$ cat src/hw/rtl/mjsc_pkg.sv
package mjsc_pkg;

    localparam int TICK_RATE = 1000;

    typedef enum logic [1:0] {
        OP_TICK = 2'd0,
        OP_SET  = 2'd1,
        OP_STOP = 2'd2,
        OP_NONE = 2'd3
    } t_opcode;

    // Which division is running / being stored.
    typedef enum logic [2:0] {
        SEL_STEPS = 3'd0,
        SEL_FRAC  = 3'd1,
        SEL_TA2   = 3'd2,
        SEL_TA2S  = 3'd3,
        SEL_TA    = 3'd4,
        SEL_TAS   = 3'd5,
        SEL_TB    = 3'd6,
        SEL_POS   = 3'd7
    } t_div_sel;

    typedef enum logic [9:0] {
        S_IDLE      = 10'b00_0000_0001,
        S_SET_CHK   = 10'b00_0000_0010,
        S_STOP      = 10'b00_0000_0100,
        S_TICK      = 10'b00_0000_1000,
        S_MUL_LO    = 10'b00_0001_0000,
        S_MUL_HI    = 10'b00_0010_0000,
        S_VEL_UPD   = 10'b00_0100_0000,
        S_DIV_START = 10'b00_1000_0000,
        S_DIV_WAIT  = 10'b01_0000_0000,
        S_DIV_STORE = 10'b10_0000_0000
    } t_state;

    typedef struct packed {
        logic     capture;
        logic     set_triv;
        logic     set_init;
        logic     stop;
        logic     tick_acc;
        logic     tick_done;
        logic     mul_lo;
        logic     mul_hi;
        logic     vel_upd;
        logic     div_start;
        logic     div_store;
        t_div_sel sel;
    } t_dp_cmd;

    typedef struct packed {
        logic trivial;
        logic div_done;
        logic quot_zero;
        logic steps_left_zero;
        logic out_free;
    } t_dp_stat;

endpackage

$ cat src/hw/rtl/mjsc_ctrl.sv
module mjsc_ctrl (
    input  logic               i_clk,
    input  logic               i_rst_n,
    input  logic               i_s_tvalid,
    input  logic [1:0]         i_opcode,
    output logic               o_s_tready,
    input  mjsc_pkg::t_dp_stat i_stat,
    output mjsc_pkg::t_dp_cmd  o_cmd
);

    mjsc_pkg::t_state   r_state, n_state;
    mjsc_pkg::t_div_sel r_sel, n_sel;

    always_comb begin
        n_state    = r_state;
        n_sel      = r_sel;
        o_cmd      = '0;
        o_cmd.sel  = r_sel;
        o_s_tready = 1'b0;
        case (r_state)
            mjsc_pkg::S_IDLE: begin
                o_s_tready    = 1'b1;
                o_cmd.capture = i_s_tvalid;
                if (i_s_tvalid) begin
                    case (mjsc_pkg::t_opcode'(i_opcode))
                        mjsc_pkg::OP_TICK: n_state = mjsc_pkg::S_TICK;
                        mjsc_pkg::OP_SET:  n_state = mjsc_pkg::S_SET_CHK;
                        mjsc_pkg::OP_STOP: n_state = mjsc_pkg::S_STOP;
                        default:           n_state = mjsc_pkg::S_IDLE;
                    endcase
                end
            end
            mjsc_pkg::S_SET_CHK: begin
                if (i_stat.trivial) begin
                    o_cmd.set_triv = 1'b1;
                    n_state        = mjsc_pkg::S_IDLE;
                end else begin
                    o_cmd.set_init = 1'b1;
                    n_sel          = mjsc_pkg::SEL_STEPS;
                    n_state        = mjsc_pkg::S_DIV_START;
                end
            end
            mjsc_pkg::S_STOP: begin
                o_cmd.stop = 1'b1;
                n_state    = mjsc_pkg::S_IDLE;
            end
            mjsc_pkg::S_TICK: begin
                if (i_stat.steps_left_zero) begin
                    o_cmd.tick_done = 1'b1;
                    n_sel           = mjsc_pkg::SEL_POS;
                    n_state         = mjsc_pkg::S_DIV_START;
                end else begin
                    o_cmd.tick_acc = 1'b1;
                    n_state        = mjsc_pkg::S_MUL_LO;
                end
            end
            mjsc_pkg::S_MUL_LO: begin
                o_cmd.mul_lo = 1'b1;
                n_state      = mjsc_pkg::S_MUL_HI;
            end
            mjsc_pkg::S_MUL_HI: begin
                o_cmd.mul_hi = 1'b1;
                n_state      = mjsc_pkg::S_VEL_UPD;
            end
            mjsc_pkg::S_VEL_UPD: begin
                o_cmd.vel_upd = 1'b1;
                n_sel         = mjsc_pkg::SEL_POS;
                n_state       = mjsc_pkg::S_DIV_START;
            end
            mjsc_pkg::S_DIV_START: begin
                o_cmd.div_start = 1'b1;
                n_state         = mjsc_pkg::S_DIV_WAIT;
            end
            mjsc_pkg::S_DIV_WAIT: begin
                if (i_stat.div_done) begin
                    n_state = mjsc_pkg::S_DIV_STORE;
                end
            end
            mjsc_pkg::S_DIV_STORE: begin
                // position result waits here until the output register is free
                if ((r_sel != mjsc_pkg::SEL_POS) || i_stat.out_free) begin
                    o_cmd.div_store = 1'b1;
                    n_state         = mjsc_pkg::S_DIV_START;
                    case (r_sel)
                        mjsc_pkg::SEL_STEPS: begin
                            n_sel = mjsc_pkg::SEL_FRAC;
                            if (i_stat.quot_zero) begin
                                n_state = mjsc_pkg::S_IDLE;
                            end
                        end
                        mjsc_pkg::SEL_FRAC: n_sel   = mjsc_pkg::SEL_TA2;
                        mjsc_pkg::SEL_TA2:  n_sel   = mjsc_pkg::SEL_TA2S;
                        mjsc_pkg::SEL_TA2S: n_sel   = mjsc_pkg::SEL_TA;
                        mjsc_pkg::SEL_TA:   n_sel   = mjsc_pkg::SEL_TAS;
                        mjsc_pkg::SEL_TAS:  n_sel   = mjsc_pkg::SEL_TB;
                        default:            n_state = mjsc_pkg::S_IDLE;
                    endcase
                end
            end
            default: n_state = mjsc_pkg::S_IDLE;
        endcase
    end

    always_ff @(posedge i_clk) begin
        if (!i_rst_n) begin
            r_state <= mjsc_pkg::S_IDLE;
            r_sel   <= mjsc_pkg::SEL_STEPS;
        end else begin
            r_state <= n_state;
            r_sel   <= n_sel;
        end
    end

endmodule

$ cat config.mk
export PLATFORM = sky130hd
export DESIGN_NAME = mjsc_ctrl
export DESIGN_NICKNAME = d
export VERILOG_FILES = /design/src/hw/rtl/mjsc_pkg.sv /design/src/hw/rtl/mjsc_ctrl.sv
export SDC_FILE = /design/constraint.sdc
export NUM_CORES = 1
export LEC_CHECK = 0
export BUFFER_PORTS_ARGS = -buffer_cell sky130_fd_sc_hd__buf_4
export CORE_MARGIN = 3
export CORE_UTILIZATION = 43
export DETAILED_ROUTE_END_ITERATION = 7
export GPL_ROUTABILITY_DRIVEN = 0
export PLACE_DENSITY = 0.78
export SYNTH_ARGS = -nofsm -noshare
export SYNTH_HDL_FRONTEND = slang
export SYNTH_SLANG_ARGS = --single-unit
export TNS_END_PERCENT = 30
$ cat constraint.sdc
create_clock -name i_clk -period 1.99 [get_ports i_clk]
set_input_delay 0.398 -clock i_clk [delete_from_list [all_inputs] [get_ports i_clk]]
set_output_delay 0.398 -clock i_clk [all_outputs]
set_load 0.05 [all_outputs]
==> results.md <==
* Row count at 15
* Most frequent CP cell: or4_4
* Die extent in x at 51.5 um
* Htree depth at 1
* Die area at 2650 sq um
* Boundary Pins at 25
* Final WL at 2.77 mm
* Crit share post-route at 126%
* RSZ-0062 raised after global routing: yes
* Slew Viols, Final at 0
* Synthesized netlist cell count at 108
* Critical path arrival at between 2 and 2.5 ns
* Vias in the first global route at 911
* CP endpoint kind: primary output
* Max Freq at 0.398 GHz
* Clk root buf: clkbuf_4
* WL per Instance at 16.0 um
* Critical path class: reg2out
* Largest net degree at the start of global routing at 12
* First-pass GRT wire length at 4.15 mm
* Most frequent cells in the layout: buf_4, nor2_1, buf_6, dfxtp_1, nand2_1
* Ratio of cells with drive above 1 in the final layout at 50.7%
* Seq cells post-synth at 13
* Pwr/cell area at about 470 nW/um^2
* Starting density of the core at 48.4%
* Avg Cell Area, Syn at between 8 and 9 sq um
* Nets at 159
* Commonest non-fill, non-tap cell in the layout: buf_4
* Violated checks: setup timing
* Antenna diode count at 0
* VDD IR-drop max at 0.000398 V
* Switching share of power at 32.8%
* CTS clk-pin slew, worst paths at 0.08 ns
* Period minus WS final at between 2 and 3 ns
* P_int at roughly 0.44 mW
* Clk network pwr share at 25.8%
* Number of port buffers at 24
* Worst-path fanout max at 4
* Sequential cell area fraction in the yosys report at 29.3%
* Critical path's slowest cell: or4_4
* Area growth syn-to-layout at 57.0%
* Comb power frac at 31.6%
* Syn Std Cell Area at 890 sq um
* Peak per-stage delay on the critical path at 0.53 ns
* Clock sink count at 13
* Total CTS buffers at 3
* Via/cell ratio at 5.87
* Total power at 0.652 mW
* DR iter-0 viols at 32
* Worst slew margin at 64.3%
* Net switching power figure at 0.214 mW
* Synth warnings at 0
* Worst-Margin Slew at 0.527 ns
* Leak at 0.556 nW
* Worst hold-check path type: in2reg
* Vias at 1016
* CP delay by family, top: simple AND/OR/NAND/NOR gates
* CP startpoint kind: flop
* Net count after synthesis at 118
* Core Footprint at 1840 sq um
* Die Height at between 50 and 60 um
* Max Clock Skew at 0.00448 ns
* Clk_lat worst skew at 0.29 ns
* Clk buf depth at 2
* Final hold vios at 0
* Util after Layout at 75.9%
* Pre-Repair DR Iteration Count at 4
* Crit path required time at 1.59 ns
* Post-route DRC at 0
* Sequential share of power at 42.6%
* Fin worst setup slack at -0.522 ns
* Dpl ws at -0.238 ns
* Gr usage total at between 20% and 30%
* Initial antenna violation count at 0
* Status: complete, but fails checks
* CP Buf/Inv Count at 1
* Post-synth cell types at 39
* GRT overflow at 0
* Maxcap violations at 0
* CTS tree: built
* Antenna viol nets, final at 0
* Final HPWL DP at 1.98 mm
* Setup-failing EPs final at 13
* Cells along the critical path: or4_4 > or4_4 > nor4b_4 > buf_6
==> sequential cells by signal, indices dropped and copies added (netlist names) <==
register	cells
r_sel	3
r_state	10
==> repair_timing <==
item	4_1_cts	5_1_grt
pin swaps	1	1
endpoints found under the setup margin	13	17
hold endpoints to repair	0	0
resized for setup	11	13
buffers inserted	0	3
hold buffers	0	0
==> power by group through the flow <==
| stage | logic, mW | clock network, mW | registers [mW] |
|---|---|---|---|
| after global routing | 0.219 | 0.183 | 0.280 |
| after detailed placement | 0.196 | 0 | 0.283 |
| after global placement | 0.192 | 0 | 0.282 |
| after floorplan | 0.116 | 0 | 0.292 |
| final | 0.206 | 0.168 | 0.278 |
| after CTS | 0.200 | 0.172 | 0.277 |
==> cells in the mapped netlist <==
cell,count,area share (%)
a21o_1,1,0.84
a21oi_1,3,1.7
a221oi_2,1,1.7
a2bb2oi_1,1,0.98
and2_1,6,4.2
buf_2,4,2.3
clkbuf_1,2,0.84
dfxtp_1,13,29
inv_1,3,1.3
mux2i_1,1,1.1
nand2_1,7,3.0
nand2b_1,4,2.8
nand3_1,2,1.1
nand3b_1,1,0.84
nand4_1,3,2.1
nand4b_1,1,0.98
nor2_1,12,5.1
nor2b_1,2,1.4
nor3_1,5,2.8
nor3b_1,5,4.2
nor3b_2,1,1.4
nor4_1,2,1.4
nor4_2,1,1.4
nor4b_1,2,2.0
nor4b_2,3,5.1
o21a_1,1,0.84
o21ai_0,4,2.3
o21ai_1,1,0.56
o221a_2,3,3.8
o22a_1,1,0.98
o22ai_1,1,0.70
o311ai_1,1,0.98
o31a_1,1,0.98
o31ai_1,1,0.84
o32ai_1,1,0.98
or4_1,1,0.84
or4_4,2,2.5
xnor2_1,2,2.0
xor2_1,2,2.0
==> path summary, 6_finish.rpt <==
path | start | endpoint | slack [ns] | cells past startpoint
hold / removal | i_opcode[0] | r_state[3]$_SDFFE_PN0P_ | 0.28 | 2
setup reg to reg | r_state[0]$_SDFFE_PN1P_ | r_state[0]$_SDFFE_PN1P_ | -0.05 | 5
hold reg to reg | r_sel[0]$_SDFFE_PN0P_ | r_sel[0]$_SDFFE_PN0P_ | 0.67 | 1
setup / recovery | r_state[0]$_SDFFE_PN1P_ | o_cmd[4] | -0.52 | 4
==> through the flow <==
stage                     std cells  hold WS, ns  TNS [ns]  area [sq um]
final                           173        0.278     -3.18          1400
after global routing            173        0.287     -4.19          1400
after CTS                       170        0.279     -3.58          1320
after detailed placement        166        0.591    -0.750          1250
after global placement          166        0.582    -0.590          1250
after floorplan                 108        0.466     -2.85           962
==> cell type report <==
type / count / area (sq um)
fillers: 137 / 443
multi-input cells: 86 / 706
repair buffers: 42 / 353
well taps: 25 / 31.3
inverters: 3 / 11.3
flip-flops and latches: 13 / 269
clock buffers: 4 / 26.3
==> routing by layer <==
| metal | vias to the layer above | global-route usage (%) | wire length [um] |
|---|---|---|---|
| li1 | 481 | - | - |
| met1 | 489 | 24.7 | 1070 |
| met2 | 37 | 37.3 | 1500 |
| met3 | 9 | 5.25 | 130 |
| met4 | 0 | 9.17 | 70 |
| met5 | - | 0 | 0 |
==> cells by family after synthesis <==
group / Yosys count / share of synthesized area, %
simple gates: 60 / 43.2
compound gates: 21 / 18.1
flops: 13 / 29.3
buf+inv: 9 / 4.36
xor+xnor: 4 / 3.94
mux: 1 / 1.13
(Power assumes the default switching activity.)
